`config.mk`:
```
export PLATFORM = sky130hd
export DESIGN_NAME = coprocessor_link_register_fifos
export DESIGN_NICKNAME = d
export VERILOG_FILES = /design/src/rtl/clrf_pkg.sv /design/src/rtl/clrf_fifo_mem.sv /design/src/rtl/clrf_ctrl.sv /design/src/rtl/coprocessor_link_register_fifos.sv
export SDC_FILE = /design/constraint.sdc
export NUM_CORES = 1
export LEC_CHECK = 0
export CAP_MARGIN = 0
export CORE_MARGIN = 4
export CORE_UTILIZATION = 58
export DETAILED_ROUTE_END_ITERATION = 16
export DONT_BUFFER_PORTS = 1
export PLACE_DENSITY = 0.74
export REMOVE_ABC_BUFFERS = 1
export SETUP_SLACK_MARGIN = 0.02
export SKIP_LAST_GASP = 1
export SLEW_MARGIN = 15
export SYNTH_ARGS = -nofsm -noshare
export SYNTH_HDL_FRONTEND = slang
export SYNTH_SLANG_ARGS = --single-unit
```
`constraint.sdc`:
```
create_clock -name clk -period 5 [get_ports clk]
set_input_delay 1.5 -clock clk [delete_from_list [all_inputs] [get_ports clk]]
set_output_delay 1.5 -clock clk [all_outputs]
set_load 0.02 [all_outputs]
```
`src/rtl/clrf_pkg.sv`:
```
// shared types and constants for the coprocessor link register block
// no dependencies; imported by clrf_fifo_mem, clrf_ctrl and the top level
package clrf_pkg;

  // access modes
  localparam logic [1:0] MODE_HOST_RD  = 2'd0;
  localparam logic [1:0] MODE_HOST_WR  = 2'd1;
  localparam logic [1:0] MODE_COPRO_RD = 2'd2;
  localparam logic [1:0] MODE_COPRO_WR = 2'd3;

  // register map, even is status and odd is data
  localparam logic [2:0] REG_CH1_ST = 3'd0;
  localparam logic [2:0] REG_CH1_DT = 3'd1;
  localparam logic [2:0] REG_CH2_ST = 3'd2;
  localparam logic [2:0] REG_CH2_DT = 3'd3;
  localparam logic [2:0] REG_CH3_ST = 3'd4;
  localparam logic [2:0] REG_CH3_DT = 3'd5;
  localparam logic [2:0] REG_CH4_ST = 3'd6;
  localparam logic [2:0] REG_CH4_DT = 3'd7;

  // configuration register indexes
  localparam logic CFG_LINK_EN  = 1'b0;
  localparam logic CFG_DIS_RVAL = 1'b1;

  localparam logic       LINK_EN_RST  = 1'b1;
  localparam logic [7:0] DIS_RVAL_RST = 8'hfe;

  // per-channel status pair bits
  localparam int ST_NF = 0;
  localparam int ST_AV = 1;
  localparam logic [1:0] ST_RST_NF   = 2'b01;
  localparam logic [1:0] ST_RST_AVNF = 2'b11;

  // control flag bits
  localparam int FL_Q = 0;
  localparam int FL_I = 1;
  localparam int FL_J = 2;
  localparam int FL_M = 3;
  localparam int FL_V = 4;
  localparam int FL_P = 5;

  // flag register write control bits
  localparam int FW_SET = 7;
  localparam int FW_RST = 6;

  typedef struct packed {
    logic [1:0] mode;
    logic [2:0] reg_index;
    logic [7:0] write_data;
  } in_item_t;

  typedef struct packed {
    logic [7:0] read_data;
    logic       host_irq;
    logic       copro_irq;
    logic       copro_nmi;
    logic       copro_reset;
  } out_item_t;

  // result of one access before the fifo read data joins it
  typedef struct packed {
    logic [7:0] rd_byte;
    logic       use_fifo;
    logic       host_irq;
    logic       copro_irq;
    logic       copro_nmi;
    logic       copro_reset;
  } stage_t;

  typedef struct packed {
    logic rd_en;
    logic wr_en;
    logic clear;
  } fifo_ctl_t;

  function automatic logic [7:0] status_byte(logic [1:0] st, logic [5:0] flags);
    return {st[ST_AV], st[ST_NF], flags};
  endfunction

endpackage

```
`src/rtl/clrf_fifo_mem.sv`:
```
// storage for the channel 1 upward fifo: synchronous ram with registered read data
// per-entry valid flags make unwritten entries read as zero; uses clrf_pkg
module clrf_fifo_mem import clrf_pkg::*; #(
  parameter int DEPTH = 24
) (
  input  logic                     clk,
  input  logic                     rst_n,
  input  fifo_ctl_t                ctl,
  input  logic [$clog2(DEPTH)-1:0] rd_addr,
  input  logic [$clog2(DEPTH)-1:0] wr_addr,
  input  logic [7:0]               wr_data,
  output logic [7:0]               rd_data
);

  logic [7:0]       mem_r [DEPTH];
  logic [DEPTH-1:0] vld_r;
  logic [7:0]       rdq_r;
  logic             rdv_r;

  always_ff @(posedge clk) begin
    if (ctl.wr_en) begin
      mem_r[wr_addr] <= wr_data;
    end
    if (ctl.rd_en) begin
      rdq_r <= mem_r[rd_addr];
      rdv_r <= vld_r[rd_addr];
    end
  end

  always_ff @(posedge clk) begin
    if (!rst_n || ctl.clear) begin
      vld_r <= '0;
    end else if (ctl.wr_en) begin
      vld_r[wr_addr] <= 1'b1;
    end
  end

  assign rd_data = rdv_r ? rdq_r : 8'h00;

endmodule

```
`src/rtl/clrf_ctrl.sv`:
```
// channel state, access decode and interrupt levels of the coprocessor link
// drives the fifo ram commands; uses clrf_pkg
module clrf_ctrl import clrf_pkg::*; #(
  parameter int DEPTH = 24
) (
  input  logic                     clk,
  input  logic                     rst_n,
  input  logic                     acc,
  input  in_item_t                 item,
  input  logic                     link_en,
  input  logic [7:0]               dis_rval,
  output stage_t                   res,
  output fifo_ctl_t                fctl,
  output logic [$clog2(DEPTH)-1:0] rd_addr,
  output logic [$clog2(DEPTH)-1:0] wr_addr,
  output logic [7:0]               wr_data
);

  localparam int PW = $clog2(DEPTH);
  localparam int CW = $clog2(DEPTH + 1);
  localparam int SW = CW + 1;

  typedef struct packed {
    logic [7:0] p0;
    logic [7:0] p1;
    logic [1:0] cnt;
    logic       evt;
  } c3_t;

  function automatic c3_t c3_write(c3_t c, logic two, logic [7:0] d);
    c3_t n;
    n = c;
    n.evt = 1'b0;
    if (two) begin
      if (c.cnt < 2'd2) begin
        if (c.cnt == 2'd0) n.p0 = d;
        else n.p1 = d;
        n.cnt = c.cnt + 2'd1;
      end
      n.evt = (n.cnt == 2'd2);
    end else begin
      n.p0  = d;
      n.cnt = 2'd1;
      n.evt = 1'b1;
    end
    return n;
  endfunction

  function automatic c3_t c3_read(c3_t c);
    c3_t n;
    n = c;
    n.evt = 1'b0;
    if (c.cnt != 2'd0) begin
      n.p0  = c.p1;
      n.cnt = c.cnt - 2'd1;
      n.evt = (n.cnt == 2'd0);
    end
    return n;
  endfunction

  logic [5:0]      flags_r, flags_nxt;
  logic [CW-1:0]   ucnt_r, ucnt_nxt;
  logic [PW-1:0]   head_r, head_nxt;
  logic [7:0]      last_r, last_nxt;
  logic [7:0]      ch1d_r, ch1d_nxt;
  logic [7:0]      ch2u_r, ch2u_nxt;
  logic [7:0]      ch2d_r, ch2d_nxt;
  logic [7:0]      ch4u_r, ch4u_nxt;
  logic [7:0]      ch4d_r, ch4d_nxt;
  c3_t             up3_r, up3_nxt;
  c3_t             dn3_r, dn3_nxt;
  logic [3:0][1:0] hst_r, hst_nxt;
  logic [3:0][1:0] cst_r, cst_nxt;

  c3_t             c3_tmp;
  logic [SW-1:0]   tail_sum;
  logic [SW-1:0]   tail_wrap;
  logic            wr_req;
  logic            clr_req;
  logic            nmi_cond;
  logic [7:0]      d;

  assign d         = item.write_data;
  assign tail_sum  = SW'(head_r) + SW'(ucnt_r);
  assign tail_wrap = (tail_sum >= SW'(DEPTH)) ? tail_sum - SW'(DEPTH) : tail_sum;

  always_comb begin
    flags_nxt = flags_r;
    ucnt_nxt  = ucnt_r;
    head_nxt  = head_r;
    last_nxt  = last_r;
    ch1d_nxt  = ch1d_r;
    ch2u_nxt  = ch2u_r;
    ch2d_nxt  = ch2d_r;
    ch4u_nxt  = ch4u_r;
    ch4d_nxt  = ch4d_r;
    up3_nxt   = up3_r;
    dn3_nxt   = dn3_r;
    hst_nxt   = hst_r;
    cst_nxt   = cst_r;
    c3_tmp    = '0;
    wr_req    = 1'b0;
    clr_req   = 1'b0;
    wr_addr   = head_r;
    wr_data   = last_r;
    res.rd_byte  = 8'h00;
    res.use_fifo = 1'b0;

    unique case (item.mode)
      MODE_HOST_RD: begin
        if (!link_en) begin
          res.rd_byte = dis_rval;
        end else begin
          unique case (item.reg_index)
            REG_CH1_ST: res.rd_byte = status_byte(hst_r[0], flags_r);
            REG_CH1_DT: begin
              res.use_fifo = 1'b1;
              if (ucnt_r != '0) begin
                // shift: the vacated tail slot keeps the old last entry
                wr_req   = 1'b1;
                wr_addr  = head_r;
                wr_data  = last_r;
                head_nxt = (head_r == PW'(DEPTH - 1)) ? '0 : head_r + PW'(1);
                ucnt_nxt = ucnt_r - CW'(1);
                if (ucnt_r == CW'(1)) hst_nxt[0][ST_AV] = 1'b0;
                cst_nxt[0][ST_NF] = 1'b1;
              end
            end
            REG_CH2_ST: res.rd_byte = status_byte(hst_r[1], 6'h00);
            REG_CH2_DT: begin
              res.rd_byte = ch2u_r;
              if (hst_r[1][ST_AV]) begin
                hst_nxt[1][ST_AV] = 1'b0;
                cst_nxt[1][ST_NF] = 1'b1;
              end
            end
            REG_CH3_ST: res.rd_byte = status_byte(hst_r[2], 6'h00);
            REG_CH3_DT: begin
              res.rd_byte = up3_r.p0;
              c3_tmp  = c3_read(up3_r);
              up3_nxt = c3_tmp;
              if (c3_tmp.evt) begin
                hst_nxt[2][ST_AV] = 1'b0;
                cst_nxt[2][ST_NF] = 1'b1;
              end
            end
            REG_CH4_ST: res.rd_byte = status_byte(hst_r[3], 6'h00);
            REG_CH4_DT: begin
              res.rd_byte = ch4u_r;
              if (hst_r[3][ST_AV]) begin
                hst_nxt[3][ST_AV] = 1'b0;
                cst_nxt[3][ST_NF] = 1'b1;
              end
            end
          endcase
        end
      end

      MODE_HOST_WR: begin
        if (link_en) begin
          unique case (item.reg_index)
            REG_CH1_ST: begin
              if (d[FW_SET]) begin
                flags_nxt = flags_r | d[5:0];
                if (d[FW_RST]) begin
                  // channel reset, flags stay
                  clr_req  = 1'b1;
                  ucnt_nxt = '0;
                  head_nxt = '0;
                  last_nxt = 8'h00;
                  ch1d_nxt = 8'h00;
                  ch2u_nxt = 8'h00;
                  ch2d_nxt = 8'h00;
                  ch4u_nxt = 8'h00;
                  ch4d_nxt = 8'h00;
                  up3_nxt  = '{p0: 8'h00, p1: 8'h00, cnt: 2'd1, evt: 1'b0};
                  dn3_nxt  = '0;
                  hst_nxt  = {ST_RST_NF, ST_RST_AVNF, ST_RST_NF, ST_RST_NF};
                  cst_nxt  = {4{ST_RST_NF}};
                end
              end else begin
                flags_nxt = flags_r & ~d[5:0];
              end
            end
            REG_CH1_DT: begin
              ch1d_nxt = d;
              cst_nxt[0][ST_AV] = 1'b1;
              hst_nxt[0][ST_NF] = 1'b0;
            end
            REG_CH2_DT: begin
              ch2d_nxt = d;
              cst_nxt[1][ST_AV] = 1'b1;
              hst_nxt[1][ST_NF] = 1'b0;
            end
            REG_CH3_DT: begin
              c3_tmp  = c3_write(dn3_r, flags_r[FL_V], d);
              dn3_nxt = c3_tmp;
              if (c3_tmp.evt) begin
                cst_nxt[2][ST_AV] = 1'b1;
                hst_nxt[2][ST_NF] = 1'b0;
              end
            end
            REG_CH4_DT: begin
              ch4d_nxt = d;
              cst_nxt[3][ST_AV] = 1'b1;
              hst_nxt[3][ST_NF] = 1'b0;
            end
            default: ;
          endcase
        end
      end

      MODE_COPRO_RD: begin
        unique case (item.reg_index)
          REG_CH1_ST: res.rd_byte = status_byte(cst_r[0], flags_r);
          REG_CH1_DT: begin
            res.rd_byte = ch1d_r;
            if (cst_r[0][ST_AV]) begin
              cst_nxt[0][ST_AV] = 1'b0;
              hst_nxt[0][ST_NF] = 1'b1;
            end
          end
          REG_CH2_ST: res.rd_byte = status_byte(cst_r[1], 6'h00);
          REG_CH2_DT: begin
            res.rd_byte = ch2d_r;
            if (cst_r[1][ST_AV]) begin
              cst_nxt[1][ST_AV] = 1'b0;
              hst_nxt[1][ST_NF] = 1'b1;
            end
          end
          REG_CH3_ST: begin
            // empty upward pair also reads as data available
            res.rd_byte = status_byte(cst_r[2], 6'h00);
            if (up3_r.cnt == 2'd0) res.rd_byte[7] = 1'b1;
          end
          REG_CH3_DT: begin
            res.rd_byte = dn3_r.p0;
            c3_tmp  = c3_read(dn3_r);
            dn3_nxt = c3_tmp;
            if (c3_tmp.evt) begin
              cst_nxt[2][ST_AV] = 1'b0;
              hst_nxt[2][ST_NF] = 1'b1;
            end
          end
          REG_CH4_ST: res.rd_byte = status_byte(cst_r[3], 6'h00);
          REG_CH4_DT: begin
            res.rd_byte = ch4d_r;
            if (cst_r[3][ST_AV]) begin
              cst_nxt[3][ST_AV] = 1'b0;
              hst_nxt[3][ST_NF] = 1'b1;
            end
          end
        endcase
      end

      MODE_COPRO_WR: begin
        unique case (item.reg_index)
          REG_CH1_DT: begin
            if (ucnt_r < CW'(DEPTH)) begin
              wr_req   = 1'b1;
              wr_addr  = tail_wrap[PW-1:0];
              wr_data  = d;
              ucnt_nxt = ucnt_r + CW'(1);
              hst_nxt[0][ST_AV] = 1'b1;
              if (ucnt_r == CW'(DEPTH - 1)) begin
                last_nxt = d;
                cst_nxt[0][ST_NF] = 1'b0;
              end
            end
          end
          REG_CH2_DT: begin
            ch2u_nxt = d;
            hst_nxt[1][ST_AV] = 1'b1;
            cst_nxt[1][ST_NF] = 1'b0;
          end
          REG_CH3_DT: begin
            c3_tmp  = c3_write(up3_r, flags_r[FL_V], d);
            up3_nxt = c3_tmp;
            if (c3_tmp.evt) begin
              hst_nxt[2][ST_AV] = 1'b1;
              cst_nxt[2][ST_NF] = 1'b0;
            end
          end
          REG_CH4_DT: begin
            ch4u_nxt = d;
            hst_nxt[3][ST_AV] = 1'b1;
            cst_nxt[3][ST_NF] = 1'b0;
          end
          default: ;
        endcase
      end
    endcase

    // levels follow the state after this access
    if (flags_nxt[FL_V]) nmi_cond = (dn3_nxt.cnt > 2'd1) || (up3_nxt.cnt == 2'd0);
    else nmi_cond = (dn3_nxt.cnt > 2'd0) || (up3_nxt.cnt == 2'd0);

    res.host_irq    = flags_nxt[FL_Q] & hst_nxt[3][ST_AV];
    res.copro_irq   = (flags_nxt[FL_I] & cst_nxt[0][ST_AV]) |
                      (flags_nxt[FL_J] & cst_nxt[3][ST_AV]);
    res.copro_nmi   = flags_nxt[FL_M] & nmi_cond;
    res.copro_reset = flags_nxt[FL_P];
  end

  assign rd_addr    = head_r;
  assign fctl.rd_en = acc;
  assign fctl.wr_en = acc & wr_req;
  assign fctl.clear = acc & clr_req;

  always_ff @(posedge clk) begin
    if (!rst_n) begin
      flags_r <= '0;
      ucnt_r  <= '0;
      head_r  <= '0;
      last_r  <= 8'h00;
      ch1d_r  <= 8'h00;
      ch2u_r  <= 8'h00;
      ch2d_r  <= 8'h00;
      ch4u_r  <= 8'h00;
      ch4d_r  <= 8'h00;
      up3_r   <= '{p0: 8'h00, p1: 8'h00, cnt: 2'd1, evt: 1'b0};
      dn3_r   <= '0;
      hst_r   <= {ST_RST_NF, ST_RST_AVNF, ST_RST_NF, ST_RST_NF};
      cst_r   <= {4{ST_RST_NF}};
    end else if (acc) begin
      flags_r <= flags_nxt;
      ucnt_r  <= ucnt_nxt;
      head_r  <= head_nxt;
      last_r  <= last_nxt;
      ch1d_r  <= ch1d_nxt;
      ch2u_r  <= ch2u_nxt;
      ch2d_r  <= ch2d_nxt;
      ch4u_r  <= ch4u_nxt;
      ch4d_r  <= ch4d_nxt;
      up3_r   <= up3_nxt;
      dn3_r   <= dn3_nxt;
      hst_r   <= hst_nxt;
      cst_r   <= cst_nxt;
    end
  end

  a_fifo_av: assert property (@(posedge clk) disable iff (!rst_n)
    hst_r[0][ST_AV] == (ucnt_r != '0))
    else $error("host fifo available flag out of step with fill count");

  a_fifo_nf: assert property (@(posedge clk) disable iff (!rst_n)
    cst_r[0][ST_NF] == (ucnt_r != CW'(DEPTH)))
    else $error("coprocessor fifo not-full flag out of step with fill count");

  a_fifo_cnt: assert property (@(posedge clk) disable iff (!rst_n)
    ucnt_r <= CW'(DEPTH))
    else $error("fifo fill count beyond depth");

  a_ch3_cnt: assert property (@(posedge clk) disable iff (!rst_n)
    (up3_r.cnt != 2'd3) && (dn3_r.cnt != 2'd3))
    else $error("channel 3 byte count beyond a pair");

endmodule

```
`src/rtl/coprocessor_link_register_fifos.sv`:
```
// coprocessor link register block: every access gives one result, registered after its transfer
// throughput one access per cycle unless stalled; state update and fifo read at input transfer
// an output register behind the ram stage lets one more access in while a result waits
// rst_n (synchronous) restores all channels, clears the flags and sets the link enabled
// fifo ram contents need no clearing pass: per-entry valid flags are cleared at once
// uses clrf_pkg, clrf_ctrl, clrf_fifo_mem
module coprocessor_link_register_fifos import clrf_pkg::*; #(
  parameter int UP_FIFO_DEPTH = 24
) (
  input  logic        clk,
  input  logic        rst_n,
  // access input channel
  input  logic        in_valid,
  output logic        in_ready,
  input  in_item_t    in_data,
  // result channel
  output logic        out_valid,
  input  logic        out_ready,
  output out_item_t   out_data,
  // configuration port
  input  logic        psel,
  input  logic        penable,
  input  logic        pwrite,
  input  logic [2:0]  paddr,
  input  logic [31:0] pwdata,
  output logic [31:0] prdata,
  output logic        pready
);

  localparam int PW = $clog2(UP_FIFO_DEPTH);

  // configuration registers
  logic       link_en_r;
  logic [7:0] dis_rval_r;
  logic       cfg_wr;

  // pipeline: ram stage then output register
  logic       s1_valid_r;
  stage_t     s1_r;
  logic       ov_r;
  out_item_t  out_r;
  logic       s1_adv;
  logic       acc;

  // controller to ram
  stage_t     res;
  fifo_ctl_t  fctl;
  logic [PW-1:0] rd_addr;
  logic [PW-1:0] wr_addr;
  logic [7:0]    wr_data;
  logic [7:0]    fifo_rd;

  // ---- configuration port ----
  assign pready = 1'b1;
  assign cfg_wr = psel & penable & pwrite & pready;

  always_ff @(posedge clk) begin
    if (!rst_n) begin
      link_en_r  <= LINK_EN_RST;
      dis_rval_r <= DIS_RVAL_RST;
    end else if (cfg_wr) begin
      // register index is the word address
      unique case (paddr[2])
        CFG_LINK_EN:  link_en_r  <= pwdata[0];
        CFG_DIS_RVAL: dis_rval_r <= pwdata[7:0];
      endcase
    end
  end

  always_comb begin
    unique case (paddr[2])
      CFG_LINK_EN:  prdata = {31'h0, link_en_r};
      CFG_DIS_RVAL: prdata = {24'h0, dis_rval_r};
    endcase
  end

  // ---- handshakes ----
  // ram stage moves on when the output register is free or being drained
  assign s1_adv   = s1_valid_r & (~ov_r | out_ready);
  assign in_ready = ~s1_valid_r | s1_adv;
  assign acc      = in_valid & in_ready;

  // ---- state and decode ----
  clrf_ctrl #(
    .DEPTH (UP_FIFO_DEPTH)
  ) u_ctrl (
    .clk      (clk),
    .rst_n    (rst_n),
    .acc      (acc),
    .item     (in_data),
    .link_en  (link_en_r),
    .dis_rval (dis_rval_r),
    .res      (res),
    .fctl     (fctl),
    .rd_addr  (rd_addr),
    .wr_addr  (wr_addr),
    .wr_data  (wr_data)
  );

  // ---- channel 1 upward fifo ram ----
  // read data is held until the next transfer, so a stalled stage keeps it
  clrf_fifo_mem #(
    .DEPTH (UP_FIFO_DEPTH)
  ) u_fifo (
    .clk     (clk),
    .rst_n   (rst_n),
    .ctl     (fctl),
    .rd_addr (rd_addr),
    .wr_addr (wr_addr),
    .wr_data (wr_data),
    .rd_data (fifo_rd)
  );

  // ---- ram stage ----
  always_ff @(posedge clk) begin
    if (!rst_n) begin
      s1_valid_r <= 1'b0;
    end else if (acc) begin
      s1_valid_r <= 1'b1;
    end else if (s1_adv) begin
      s1_valid_r <= 1'b0;
    end
  end

  always_ff @(posedge clk) begin
    if (acc) begin
      s1_r <= res;
    end
  end

  // ---- output register ----
  always_ff @(posedge clk) begin
    if (!rst_n) begin
      ov_r <= 1'b0;
    end else if (s1_adv) begin
      ov_r <= 1'b1;
    end else if (out_ready) begin
      ov_r <= 1'b0;
    end
  end

  always_ff @(posedge clk) begin
    if (s1_adv) begin
      // fifo head byte joins the result here
      out_r.read_data   <= s1_r.use_fifo ? fifo_rd : s1_r.rd_byte;
      out_r.host_irq    <= s1_r.host_irq;
      out_r.copro_irq   <= s1_r.copro_irq;
      out_r.copro_nmi   <= s1_r.copro_nmi;
      out_r.copro_reset <= s1_r.copro_reset;
    end
  end

  assign out_valid = ov_r;
  assign out_data  = out_r;

endmodule
```
==> flow_summary.json <==
{
  "final_util": 0.645,
  "hold_ws_ps": 428,
  "wl_per_cell_um": 23.1,
  "critPathMaxFanout": 26,
  "syn_inst": 1488,
  "dp_hpwl_mm": 28.6,
  "place_congestion": 0.982,
  "num_rows": 63,
  "hold_violations": 0,
  "synthXorXnorAreaFrac": 0.00198,
  "cp_slowest_stage_delay_ps": 670,
  "hold_class": "reg2reg",
  "port_buffers": 0,
  "cts-resized-gates": 0,
  "fill_cells": 2234,
  "route.vias.total": 12142,
  "crit_arrival_ps": 4300,
  "dieArea_um2": 33300,
  "status": "finished clean",
  "start_util": 0.591,
  "io_pins": 102,
  "synth-async-reset-ratio": 0,
  "final_common_cell": "edfxtp_1",
  "insertion_delay_ps": 530,
  "synth.avg_cell_area_um2": 11.9,
  "drv_slew": 0,
  "antenna_found_initial": 0,
  "die_w_um": 182,
  "ys_seq_area_frac": 0.555,
  "drt_iter0_drc": 1384,
  "slowest_stage": "dfxtp_4",
  "skew_ps": 21.0,
  "area_growth_pct": 9.08,
  "synth_top_area_share": 0.384,
  "tns_ps": 0,
  "synth_top_family_by_area": "simple AND/OR/NAND/NOR gates",
  "cts_buffers": 40,
  "synth-simple-area-share": 0.135,
  "drive_above_1_share": 0.138,
  "critPathBufInv": 1,
  "diodes": 0,
  "firstDrtPassIters": 5,
  "drt-total-wl_mm": 43.9,
  "grtUsageTotal": 0.261,
  "yosysTopAreaCell": "edfxtp_1",
  "critPathKind": "reg2reg",
  "postPlaceCellArea_um2": 18000,
  "cp_cell_sequence": "ha_1 > inv_1 > fa_1 > and2b_2 > o41ai_1 > a211oi_1 > o31ai_2 > o21bai_4 > nor2_1",
  "required_ps": 5150,
  "p_per_area_nw_per_um2": 343,
  "period_needed_ps": 4150,
  "vias_per_cell": 6.40,
  "synth-seq-cells": 377,
  "cts-hold-fix-buffers": 0,
  "yosys_warnings": 0,
  "grt_max_degree": 131,
  "cp-start-kind": "flop",
  "cts_max_level": 2,
  "cts_root_buffer": "clkbuf_16",
  "syn-cell-area_um2": 17700,
  "fin_nets": 1552,
  "dp_cells": 1823,
  "synth_ff_type": "edfxtp_1",
  "globalRoute.totalOverflow": 0,
  "drc": 0,
  "grt_pass1_wl_mm": 68.3,
  "synth.area.top_cells": "edfxtp_1 (38%), dfxtp_1 (17%), mux4_2 (8.4%)",
  "final_cell_mix": "edfxtp_1 (226), nand2_1 (201), dfxtp_1 (149)",
  "cts_tree": "done",
  "cts.path.max_buffers": 3,
  "finalInstanceArea_um2": 19300,
  "synth_edf_count": 226,
  "fin_crit_sh": 0.831,
  "cts_sinks": 377,
  "yosys.cell_types.count": 90,
  "peakVddDrop_v": 0.000362,
  "maxCapViolCount": 0,
  "die_h_um": 182,
  "post_cts_buffers": 0,
  "path_clk_slew_ps": 60,
  "synth_compound_area_frac": 0.128,
  "finalSetupViolCount": 0,
  "stdcell_count": 1896,
  "p_leak_nw": 6.21,
  "setup.worst_path.end_class": "flop",
  "worst_pin_slew_ps": 1120,
  "core_um2": 29900,
  "clock.fmax_mhz": 241,
  "cp_top_family": "compound AO/OA/AOI/OAI gates",
  "rsz0062_at_grt": "no",
  "synthAdderAreaFrac": 0.0160,
  "grt_pass1_vias": 11584,
  "slew_headroom": 0.250,
  "ant_nets": 0,
  "synth_mux_area_frac": 0.122
}
[stage by stage]
stage                     total power, mW  setup WS [ps]
final                                6.61            846
after CTS                            6.65            835
after floorplan                      3.67           -562
after global placement               3.76            745
after global routing                 6.82            649
after detailed placement             3.77            708
[final timing paths]
check	start	to	slack, ps	depth (start not counted)
min reg2reg	s1_r[3]$_DFFE_PP_	out_data[3]$_DFFE_PP_	430	0
max reg2reg	u_ctrl.rd_addr[0]$_SDFFE_PN0P_	u_fifo.mem_r[4][4]$_DFFE_PP_	850	9
max	u_ctrl.rd_addr[0]$_SDFFE_PN0P_	u_fifo.mem_r[4][4]$_DFFE_PP_	850	9
min	s1_r[3]$_DFFE_PP_	out_data[3]$_DFFE_PP_	430	0
[logic make-up after synthesis]
kind of cell	Yosys count
buffers and inverters	154
AOI/OAI and AO/OA	310
and+or+nand+nor	487
xor gates and xnor gates	4
adders and majority gates	22
muxes	132
other	2
DFF	377
[report_power, final]
group          switching [mW]  internal (mW)  leakage [nW]  total [mW]
logic                   0.227          0.130          2.45       0.357
clock network            1.19           1.72         0.636        2.91
registers              0.0421           3.31          3.12        3.35
[sequential cells by signal, indices dropped and copies added, names as in the netlist, 8 cells and up]
name / cells
s1_r: 13
u_ctrl.up3_r: 18
u_ctrl.ch2u_r: 8
u_ctrl.dn3_r: 18
out_data: 12
u_fifo.rdq_r: 8
u_ctrl.ch1d_r: 8
u_fifo.mem_r: 192
u_ctrl.hst_r: 8
u_ctrl.ch4d_r: 8
u_ctrl.ch4u_r: 8
u_ctrl.last_r: 8
u_ctrl.ch2d_r: 8
dis_rval_r: 8
u_fifo.vld_r: 24
u_ctrl.cst_r: 8
[area by class of cell]
class / instances / area (µm²) / area share
Sequential cell: 377 / 9810 / 0.509
Multi-Input combinational cell: 980 / 7220 / 0.375
Clock buffer: 50 / 1070 / 0.0555
Tap cell: 390 / 488 / 0.0253
Timing Repair Buffer: 44 / 330 / 0.0171
Clock inverter: 23 / 219 / 0.0114
Inverter: 32 / 120 / 0.00624
[cells in the mapped netlist (4+ instances only)]
cell type	instances
nand3b_1	4
a221o_1	5
clkbuf_1	66
o21ai_1	6
a221oi_1	7
mux2_2	8
buf_4	28
a22oi_1	46
nand2_1	201
a31oi_1	8
mux2i_1	58
a21oi_1	43
nand3_1	60
o31ai_1	17
dfxtp_1	151
o22ai_1	8
buf_1	4
o211ai_1	8
buf_2	22
nor3_1	32
o21ai_0	60
o211a_1	10
a211oi_1	4
nand2b_1	9
ha_1	21
nor3b_1	4
nor2_1	59
and2_1	23
or3_1	4
edfxtp_1	226
inv_1	30
nand4b_1	7
nor2b_1	51
a21boi_0	46
mux4_2	66
[worst register-to-register path: stages, from the launching register on]
cell	delay (ps)
dfxtp_4	670
ha_1	320
inv_1	80
fa_1	410
and2b_2	310
o41ai_1	80
a211oi_1	610
o31ai_2	350
o21bai_4	330
nor2_1	630
[layer usage]
metal  GRT usage  vias to the layer above  wire [µm]
met5           0                        -          0
met4      0.0678                        0       1120
met3      0.0450                       91       3720
met2       0.412                      592      20700
met1       0.378                     5948      18300
li1            -                     5511          -
No activity file was read; power rests on OpenSTA's default activity.
